--- src/rtl/core/smdm_pkg.sv ---
// shared types, constants and helpers of the s.bus mecanum mixer
// no dependencies
package smdm_pkg;

   localparam int POWER_FRACTION_BITS = 14;
   localparam int QUOT_W = POWER_FRACTION_BITS + 1;
   localparam int STEP_W = $clog2(POWER_FRACTION_BITS + 1);

   localparam int CSR_INDEX_W = 2;
   localparam int CSR_DATA_W = 11;
   localparam logic [CSR_INDEX_W-1:0] CSR_DEADBAND = 2'd0;
   localparam logic [CSR_INDEX_W-1:0] CSR_STRAFE = 2'd1;
   localparam logic [9:0] DEADBAND_RESET = 10'd60;
   localparam logic [10:0] STRAFE_RESET = 11'd1100;

   localparam logic [7:0] START_BYTE = 8'h0F;
   localparam logic [7:0] END_BYTE = 8'h00;
   localparam int FAILSAFE_BIT = 3;
   localparam logic [4:0] LAST_POS = 5'd24;
   localparam logic [4:0] FLAGS_POS = 5'd23;
   localparam logic [10:0] BUTTON_ON = 11'd1800;
   localparam logic [11:0] CHAN_MIN = 12'd200;
   localparam logic [19:0] UNIT_ONE = 20'd100000;
   localparam logic [10:0] PERMILLE_ONE = 11'd1000;

   localparam logic [1:0] STATUS_VALID = 2'd0;
   localparam logic [1:0] STATUS_RELEASED = 2'd1;
   localparam logic [1:0] STATUS_FAILSAFE = 2'd2;

   typedef enum logic [3:0] {
      ST_IDLE, ST_XMUL, ST_SUM, ST_NUM, ST_MAGA, ST_MAGB, ST_CMP, ST_DIV, ST_RND, ST_DONE
   } state_type;

   typedef struct packed {
      logic        done;
      logic        failsafe;
      logic [10:0] ch1;
      logic [10:0] ch2;
      logic [10:0] ch4;
      logic [10:0] ch6;
   } frame_type;

   typedef struct packed {
      logic [1:0]  status;
      logic [15:0] front_left;
      logic [15:0] front_right;
      logic [15:0] rear_left;
      logic [15:0] rear_right;
   } result_type;

   // (ch - 200) / 8 truncated toward zero, minus 100
   function automatic logic signed [8:0] to_percent(input logic [10:0] ch);
      logic signed [11:0] t;
      logic [11:0] m;
      logic [8:0] q;
      t = $signed({1'b0, ch} - CHAN_MIN);
      m = t[11] ? 12'(-t) : 12'(t);
      q = 9'(m >> 3);
      to_percent = (t[11] ? -$signed(q) : $signed(q)) - 9'sd100;
   endfunction

   function automatic logic [19:0] mag21(input logic signed [20:0] v);
      mag21 = v[20] ? 20'(-v) : 20'(v);
   endfunction

endpackage

--- src/rtl/core/smdm_frame_collect.sv ---
// s.bus frame collector: start-byte sync, byte capture, channel unpack
// depends on smdm_pkg
module smdm_frame_collect (
   input  logic                 clock,
   input  logic                 reset,
   input  logic                 accept,
   input  logic [7:0]           rx_byte,
   output smdm_pkg::frame_type  frame
);
   import smdm_pkg::*;

   logic [4:0] pos_ff, pos_in;
   logic       done_ff, done_in;
   logic       fs_ff, fs_in;
   logic [7:0] bytes_ff [1:9];

   always_ff @(posedge clock) begin
      if (reset) begin
         pos_ff <= '0;
         done_ff <= 1'b0;
      end else begin
         pos_ff <= pos_in;
         done_ff <= done_in;
      end
      fs_ff <= fs_in;
      if (accept && pos_ff >= 5'd1 && pos_ff <= 5'd9) begin
         bytes_ff[pos_ff[3:0]] <= rx_byte;
      end
   end

   always_comb begin
      pos_in = pos_ff;
      done_in = 1'b0;
      fs_in = fs_ff;
      if (accept && !(pos_ff == 5'd0 && rx_byte != START_BYTE)) begin
         if (pos_ff == FLAGS_POS) fs_in = rx_byte[FAILSAFE_BIT];
         if (pos_ff == LAST_POS) begin
            pos_in = '0;
            done_in = (rx_byte == END_BYTE);
         end else begin
            pos_in = pos_ff + 5'd1;
         end
      end
   end

   assign frame.done = done_ff;
   assign frame.failsafe = fs_ff;
   assign frame.ch1 = {bytes_ff[2][2:0], bytes_ff[1]};
   assign frame.ch2 = {bytes_ff[3][5:0], bytes_ff[2][7:3]};
   assign frame.ch4 = {bytes_ff[6][3:0], bytes_ff[5][7:1]};
   assign frame.ch6 = {bytes_ff[9][1:0], bytes_ff[8], bytes_ff[7][7]};

endmodule

--- src/rtl/core/smdm_mix_unit.sv ---
// mecanum mix sequencer around one shared multiplier and compare-subtract
// depends on smdm_pkg
module smdm_mix_unit (
   input  logic                 clock,
   input  logic                 reset,
   input  smdm_pkg::frame_type  frame,
   input  logic [9:0]           deadband,
   input  logic [10:0]          strafe,
   input  logic                 load_ok,
   output logic                 busy,
   output logic                 res_valid,
   output smdm_pkg::result_type res
);
   import smdm_pkg::*;

   state_type state_ff, state_in;
   logic signed [20:0] x_ff, y_ff, r_ff, n_ff;
   logic [19:0] d_ff;
   logic [31:0] pa_ff, pb_ff;
   logic [20:0] rem_ff;
   logic [QUOT_W-1:0] q_ff;
   logic [STEP_W-1:0] step_ff;
   logic [1:0] wheel_ff;
   logic [1:0] status_ff;
   logic [15:0] pw_ff [4];

   logic signed [20:0] mul_a;
   logic [10:0] mul_b;
   logic signed [32:0] prod;
   logic [19:0] an, sum;
   logic [20:0] trial;
   logic ge;
   logic [QUOT_W:0] qr;
   logic [15:0] q16;

   assign prod = mul_a * $signed({1'b0, mul_b});
   assign an = mag21(n_ff);
   assign sum = mag21(x_ff) + mag21(y_ff) + mag21(r_ff);
   assign trial = (step_ff == '0) ? rem_ff : {rem_ff[19:0], 1'b0};
   assign ge = trial >= {1'b0, d_ff};
   assign qr = {1'b0, q_ff} + (QUOT_W + 1)'({rem_ff, 1'b0} >= {2'b0, d_ff});
   assign q16 = 16'(qr);

   always_comb begin
      mul_a = 21'(to_percent(frame.ch4));
      mul_b = strafe;
      case (state_ff)
         ST_MAGA: begin
            mul_a = $signed({1'b0, an});
            mul_b = PERMILLE_ONE;
         end
         ST_MAGB: begin
            mul_a = $signed({1'b0, d_ff});
            mul_b = {1'b0, deadband};
         end
         default: ;
      endcase
   end

   always_ff @(posedge clock) begin
      if (reset) state_ff <= ST_IDLE;
      else state_ff <= state_in;
      case (state_ff)
         ST_IDLE: begin
            wheel_ff <= '0;
            for (int i = 0; i < 4; i++) pw_ff[i] <= '0;
            status_ff <= frame.failsafe ? STATUS_FAILSAFE :
                         (frame.ch6 != BUTTON_ON) ? STATUS_RELEASED : STATUS_VALID;
         end
         ST_XMUL: begin
            x_ff <= 21'(prod);
            y_ff <= -(21'(to_percent(frame.ch2)) * 21'sd1000);
            r_ff <= 21'(to_percent(frame.ch1)) * 21'sd1000;
         end
         ST_SUM: d_ff <= (sum > UNIT_ONE) ? sum : UNIT_ONE;
         ST_NUM: n_ff <= y_ff + ((wheel_ff == 2'd0 || wheel_ff == 2'd3) ? x_ff : -x_ff)
                          + ((wheel_ff == 2'd0 || wheel_ff == 2'd2) ? r_ff : -r_ff);
         ST_MAGA: pa_ff <= 32'(prod);
         ST_MAGB: pb_ff <= 32'(prod);
         ST_CMP: begin
            rem_ff <= {1'b0, an};
            q_ff <= '0;
            step_ff <= '0;
            if (pa_ff < pb_ff) begin
               pw_ff[wheel_ff] <= '0;
               wheel_ff <= wheel_ff + 2'd1;
            end
         end
         ST_DIV: begin
            rem_ff <= ge ? trial - {1'b0, d_ff} : trial;
            q_ff <= {q_ff[QUOT_W-2:0], ge};
            step_ff <= step_ff + 1'b1;
         end
         ST_RND: begin
            pw_ff[wheel_ff] <= n_ff[20] ? -q16 : q16;
            wheel_ff <= wheel_ff + 2'd1;
         end
         default: ;
      endcase
   end

   always_comb begin
      state_in = state_ff;
      case (state_ff)
         ST_IDLE: if (frame.done) begin
            state_in = (frame.failsafe || frame.ch6 != BUTTON_ON) ? ST_DONE : ST_XMUL;
         end
         ST_XMUL: state_in = ST_SUM;
         ST_SUM:  state_in = ST_NUM;
         ST_NUM:  state_in = ST_MAGA;
         ST_MAGA: state_in = ST_MAGB;
         ST_MAGB: state_in = ST_CMP;
         ST_CMP: begin
            if (pa_ff < pb_ff) state_in = (wheel_ff == 2'd3) ? ST_DONE : ST_NUM;
            else state_in = ST_DIV;
         end
         ST_DIV: if (step_ff == STEP_W'(POWER_FRACTION_BITS)) state_in = ST_RND;
         ST_RND:  state_in = (wheel_ff == 2'd3) ? ST_DONE : ST_NUM;
         ST_DONE: if (load_ok) state_in = ST_IDLE;
         default: state_in = ST_IDLE;
      endcase
   end

   assign busy = (state_ff != ST_IDLE);
   assign res_valid = (state_ff == ST_DONE);
   assign res.status = status_ff;
   assign res.front_left = pw_ff[0];
   assign res.front_right = pw_ff[1];
   assign res.rear_left = pw_ff[2];
   assign res.rear_right = pw_ff[3];

endmodule

--- src/rtl/core/sbus_mecanum_drive_mixer_core.sv ---
// top level of the s.bus frame decoder with mecanum mixing
// depends on smdm_pkg, smdm_frame_collect, smdm_mix_unit
//
// channel | dir | contents
// req     | in  | tdata[7:0] rx_byte
// rsp     | out | tuser[1:0] drive_status, tdata 4 x 16 bit wheel powers
// csr     | in  | index 0 deadband_permille, index 1 strafe_gain_permille
//
// one byte per cycle while collecting; a good frame runs a setup pass, then each
// wheel in turn through the 15-step compare-subtract divider shared by the wheels;
// a wheel in the deadband skips the divider
// failsafe and released-button frames skip the mixing and go straight to done
// req_tready is low while the mixer is busy; a result waits in the rsp register
// synchronous active-high reset, no clearing pass
module sbus_mecanum_drive_mixer_core (
   input  logic                               clock,
   input  logic                               reset,
   input  logic                               req_tvalid,
   output logic                               req_tready,
   input  logic [7:0]                         req_tdata,   // rx_byte
   output logic                               rsp_tvalid,
   input  logic                               rsp_tready,
   output logic [63:0]                        rsp_tdata,   // fl, fr, rl, rr power
   output logic [1:0]                         rsp_tuser,   // drive_status
   input  logic                               csr_we,
   input  logic [smdm_pkg::CSR_INDEX_W-1:0]   csr_index,
   input  logic [smdm_pkg::CSR_DATA_W-1:0]    csr_wdata
);
   import smdm_pkg::*;

   frame_type  frame;
   result_type res;
   logic busy, res_valid, load_ok;
   logic [9:0] deadband_ff;
   logic [10:0] strafe_ff;
   logic rsp_valid_ff;
   logic [63:0] rsp_data_ff;
   logic [1:0] rsp_user_ff;

   always_ff @(posedge clock) begin
      if (reset) begin
         deadband_ff <= DEADBAND_RESET;
         strafe_ff <= STRAFE_RESET;
      end else if (csr_we) begin
         case (csr_index)
            CSR_DEADBAND: deadband_ff <= csr_wdata[9:0];
            CSR_STRAFE:   strafe_ff <= csr_wdata[10:0];
            default: ;
         endcase
      end
   end

   assign load_ok = !rsp_valid_ff || rsp_tready;

   always_ff @(posedge clock) begin
      if (reset) rsp_valid_ff <= 1'b0;
      else if (res_valid && load_ok) rsp_valid_ff <= 1'b1;
      else if (rsp_tready) rsp_valid_ff <= 1'b0;
      if (res_valid && load_ok) begin
         rsp_data_ff <= {res.rear_right, res.rear_left, res.front_right, res.front_left};
         rsp_user_ff <= res.status;
      end
   end

   smdm_frame_collect u_collect (
      .clock   (clock),
      .reset   (reset),
      .accept  (req_tvalid && req_tready),
      .rx_byte (req_tdata),
      .frame   (frame)
   );

   smdm_mix_unit u_mix (
      .clock     (clock),
      .reset     (reset),
      .frame     (frame),
      .deadband  (deadband_ff),
      .strafe    (strafe_ff),
      .load_ok   (load_ok),
      .busy      (busy),
      .res_valid (res_valid),
      .res       (res)
   );

   assign req_tready = !busy;
   assign rsp_tvalid = rsp_valid_ff;
   assign rsp_tdata = rsp_data_ff;
   assign rsp_tuser = rsp_user_ff;

endmodule

--- config.mk ---
export PLATFORM = sky130hd
export DESIGN_NAME = sbus_mecanum_drive_mixer_core
export DESIGN_NICKNAME = d
export VERILOG_FILES = /design/src/rtl/core/smdm_pkg.sv /design/src/rtl/core/smdm_frame_collect.sv /design/src/rtl/core/smdm_mix_unit.sv /design/src/rtl/core/sbus_mecanum_drive_mixer_core.sv
export SDC_FILE = /design/constraint.sdc
export NUM_CORES = 2
export LEC_CHECK = 0
export ABC_CLOCK_PERIOD_IN_PS = 12300
export BUFFER_PORTS_ARGS = -buffer_cell sky130_fd_sc_hd__buf_4
export CORE_ASPECT_RATIO = 1.5
export CORE_UTILIZATION = 56
export CTS_CLUSTER_SIZE = 25
export DETAILED_ROUTE_END_ITERATION = 10
export PLACE_DENSITY = 0.75
export SLEW_MARGIN = 5
export SYNTH_ARGS = -nofsm -noshare
export SYNTH_HDL_FRONTEND = slang
export SYNTH_SLANG_ARGS = --single-unit
export TNS_END_PERCENT = 20
--- constraint.sdc ---
create_clock -name clock -period 12.3 [get_ports clock]
set_input_delay 1.23 -clock clock [delete_from_list [all_inputs] [get_ports clock]]
set_output_delay 1.23 -clock clock [all_outputs]
set_load 0.03 [all_outputs]
# == Word level (Yosys, flattened, before mapping) ==
# Memories as Yosys holds them, arrays and structs flattened. A register that Yosys moved wholly into a read port is not among the register bits.
# Cells that the tools add are included.
# classes
n_lt_le_gt_ge,6
addsub,27
n_eq_ne,21
n_mux,46
reduce_logical,30
mul,3
n_bitwise,3
# ops
operator,count
$mux W21,4
$pmux W21 S2,2
$mux W20,4
$neg A21 Y21,3
$mux W16,3
$add A21 B21 Y21,2
$add A20 B20 Y20,2
$neg A20 Y20,2
$pmux W4 S10,1
$mux W12,3
$neg A12 Y12,3
$sub A11 B8 Y12 const B,3
$mul A9 B8 Y17 const B,2
$lt A32 B32 Y1,1
$mul A21 B12 Y32,1
$pmux W15 S2,1
$mux W9,3
$neg A9 Y9,3
$sub A9 B8 Y9 const B,3
$mux W4,6
$ge A22 B20 Y1,1
$pmux W11 S2,1
$ge A21 B20 Y1,1
$sub A21 B20 Y21,1
other kinds (40),80
# word_totals
input_bits,26
n_memories,2
ram_bits,136
register_bits,244
wordCells,158
output_inout_bits,68
# mem_list
memory,depth,word_bits,rd,rd_clocked_by_memory_dff,wr,line_no,text
u_collect.bytes_ff,9,8,8,0,1,smdm_frame_collect.sv:15,logic [7:0] bytes_ff [1:9];
u_mix.pw_ff,4,16,4,4,4,smdm_mix_unit.sv:25,logic [15:0] pw_ff [4];

# == Depth between registers and ports, before layout ==
# An unclocked memory read counts as a cell.
# logic_depth
depth_word,9
ltp_mapped,38
ltp_nobuf,37

# == Cells and area by module ==
# Synthesis repeated with hierarchy kept, for this count alone.
# hier_totals
hier_cells,3567
hier_area_um2,35999.5
# by_module_without_submodules
mod,area_per_inst_um2,cells_each,instances
smdm_mix_unit,31228.7,3295,1
sbus_mecanum_drive_mixer_core,2914.0,159,1
smdm_frame_collect,1856.8,113,1

# == Worst setup path before layout ==
# No wires, ideal clock.
# synth_timing
kind,register to register
startpoint,mem u_collect.bytes_ff[5][4]
endpoint,reg u_mix.pa_ff[31] (data pin)
arrival_time_ps,8594
synth_period_minus_slack_ps,8858
n_path_buf,2
setup_ps,264
path_slack_ps,3442
path_stages_with_launch,37
required_ps,12036
path_cell_list,edfxtp_1 clkbuf_1 inv_1 ha_1 nand2b_1 a21boi_1 nand2_1 xnor2_1 ha_1 xnor2_1 nor2_1 xnor2_1 ha_1 a21bo_2 mux2i_1 o311ai_2 a21oi_2 clkbuf_1 o21ai_0 fa_1 inv_1 fa_1 fa_1 fa_1 inv_1 fa_1 inv_1 ha_1 a21o_1 a21oi_1 o211ai_1 a21o_1 a31o_2 or3_1 a211oi_1 a21oi_1 xnor2_1
# synth_lines
item,line_no,text
"start, declared",smdm_frame_collect.sv:15,
"end signal, assigned",smdm_mix_unit.sv:78,ST_MAGA: pa_ff <= 32'(prod);
"end, declared",smdm_mix_unit.sv:19,"logic [31:0] pa_ff, pb_ff;"

==> metrics <==
Hold Path Class reg -> reg; layout cells sized above 1 7.49%; Post-DP HPWL 68600 um; initial core utilization 56.5%; H-tree depth 2; Yosys warnings 0; core area roughly 63000 um^2; # clock sinks slightly above 400; status finished clean; Worst Skew ~0.027 ns; Max Root-Sink Buffers 3; gpl congestion around 1.0; crit end category register; largest net degree at the start of global routing 67; Initial DRT Pass Iterations 5; 1st-iter DRT viols around 1600; DR vias about 26000; Post-synth top flop edfxtp_1; remaining antenna violation count 0; Critical Path Source Type register; most common cell after layout, fill and taps aside inv_1; clock tree root driver cell clkbuf_16; hold_buf cts 0; CP max stage delay about 0.74 ns; Slew HR between 10% and 20%; final hold slack between 0.4 and 0.5 ns; Post-CTS Setup Bufs 0; total CTS buffers 43; final worst-path cycle share between 80 and 90%; detailed-route wire length between 80000 and 90000 um; # IOs between 90 and 100; CP dominant cell by count inv_1; Worst-Skew Late Latency around 0.6 ns; setup violators final 0; sequential area share after synthesis around 34%; Crit Path Category reg -> reg; row cnt ~110; peak fanout along the critical path 10; Netlist cell types 90; Slew @ Worst Pin 1.28 ns; Post-Syn Instances 3580; Async SR Flop Fraction 0%; CP max-delay cell o221ai_1; NumNets Final between 4000 and 5000; CP Data Arrival Time ~11 ns; first-pass GRT wire length 137000 um; port bufs 93; number of global-route vias before repair 26300; Chip Height between 300 and 400 um; post_cts resized 0; initial antenna violation count 0; CTS tree yes; Final Hold Vio Count 0; post-DR vias/cell 5.75; count of flip-flops with a built-in enable after synthesis between 300 and 400; die area 64800 um^2; worst setup slack after layout 2.07 ns; Die Wd roughly 210 um; Remaining Overflow, GRT 0; setup slack at placement roughly 2.2 ns; Slew Limit Fails 0; DRC viols 0; Synth Cell Area approximately 36000 um^2; Fmax achieved just under 100 MHz; Inserted Diodes 0; #FFs+latches synth 412; most frequent cells in the layout inv_1, edfxtp_1, nand2_1, fa_1, ha_1; total track usage about 27%; clock-pin slew on the worst setup and hold paths around 0.060 ns; RSZ-0062 raised after global routing no; syn_area_per_cell about 10 um^2; routed len/inst about 19 um; Area Overhead vs Synth 8.27%; crit path time final between 10 and 15 ns; syn_nets approximately 4200; Critical Path RT approximately 13 ns; Setup TNS 0 ns; Max Cap Viol 0
==> state kept, by name, summed over array words and instances (netlist names), 4 cells and up <==
register            flops
u_mix.state_ff          4
u_mix.n_ff             21
u_mix.y_ff             18
u_collect.bytes_ff     44
u_collect.pos_ff        5
u_mix.rem_ff           21
u_mix.x_ff             21
u_mix.r_ff             17
u_mix.pa_ff            32
u_mix.q_ff             15
u_mix.step_ff           4
rsp_tdata              64
u_mix.pw_ff            64
u_mix.d_ff             20
deadband_ff            10
u_mix.pb_ff            32
strafe_ff              11
==> worst max-delay path, delay by kind of cell (launching register included) <==
family                   cells  cell delay, ns
AO/OA/AOI/OAI                8            2.88
XOR/XNOR                     4            0.99
adder cells (fa/ha/maj)      9            3.65
buffers and inverters        6            0.42
flip-flops                   1            0.51
multiplexers                 1            0.22
AND/OR/NAND/NOR              8            1.38
==> synth_stat cells (all sizes together), types with 10 or more instances <==
cell type | n | area [um^2]
nor3 | 108 | 541
clkbuf | 98 | 370
and2 | 32 | 200
edfxtp | 380 | 11400
nor2b | 51 | 319
nand3b | 18 | 135
a21oi | 129 | 649
a211oi | 31 | 248
a31oi | 22 | 138
nand3 | 55 | 275
o211ai | 12 | 90.1
ha | 277 | 3470
o2111ai | 10 | 87.6
mux2 | 26 | 297
a21boi | 12 | 97.6
o21bai | 11 | 82.6
and3 | 33 | 206
a21o | 35 | 263
xor2 | 95 | 832
nand2 | 351 | 1320
or3 | 32 | 200
inv | 515 | 1930
xnor2 | 191 | 1680
nor2 | 247 | 927
dfxtp | 32 | 641
mux2i | 27 | 270
or4 | 11 | 82.6
o31ai | 25 | 188
fa | 294 | 5890
or2 | 23 | 144
nor4 | 21 | 131
o21ai | 118 | 591
o21a | 38 | 293
nand2b | 45 | 282
nand4 | 25 | 156
==> final cells by class <==
cell class                      count  area, um^2
Timing Repair Buffer              120         901
Multi-Input combinational cell   2543       21400
Tap cell                          805        1010
Sequential cell                   412       12100
Fill cell                        5214       24500
Clock inverter                     31         302
Clock buffer                       48        1120
Inverter                          518        1950
==> logic make-up (layout without fill, tap and decap cells) <==
| family | count (synthesis) | count (layout) | share of synthesized area [%] |
|---|---|---|---|
| AND/OR/NAND/NOR | 1081 | 1081 | 14.5 |
| buffers and inverters | 625 | 717 | 6.59 |
| adder cells (fa/ha/maj) | 571 | 571 | 26.2 |
| AO/OA/AOI/OAI | 551 | 551 | 10.3 |
| flip-flops | 412 | 412 | 33.7 |
| XOR/XNOR | 287 | 287 | 7.10 |
| multiplexers | 53 | 53 | 1.59 |
==> through the flow <==
stage                     util (%)  instances  cell area (um^2)
after floorplan                  -       3580             35700
after global placement        59.0       4398             37300
after detailed placement      59.0       4398             37300
after CTS                     61.2       4477             38700
after global routing          61.2       4477             38700
final                         61.2       4477             38700
==> per-layer routing <==
metal,track usage [%],vias up,share of wire [%]
met5,0,-,0
met4,20.6,0,8.5
met3,3.59,273,4.9
met2,48.9,776,51
met1,28.7,12400,36
li1,-,12300,-
==> path summary, 6_finish.rpt <==
kind	start	to	slack, ns	depth (start not counted)
setup reg to reg	u_collect.bytes_ff[5][4]	u_mix.pb_ff[30]	2.07	36
setup / recovery	u_collect.bytes_ff[5][4]	u_mix.pb_ff[30]	2.07	36
hold / removal	u_mix.status_ff[1]	rsp_tuser[1]	0.41	0
hold reg to reg	u_mix.status_ff[1]	rsp_tuser[1]	0.41	0
Power is left out: the tool's default activity adds up to more than one toggle a clock period on the data nets, which glitch-free logic cannot reach.
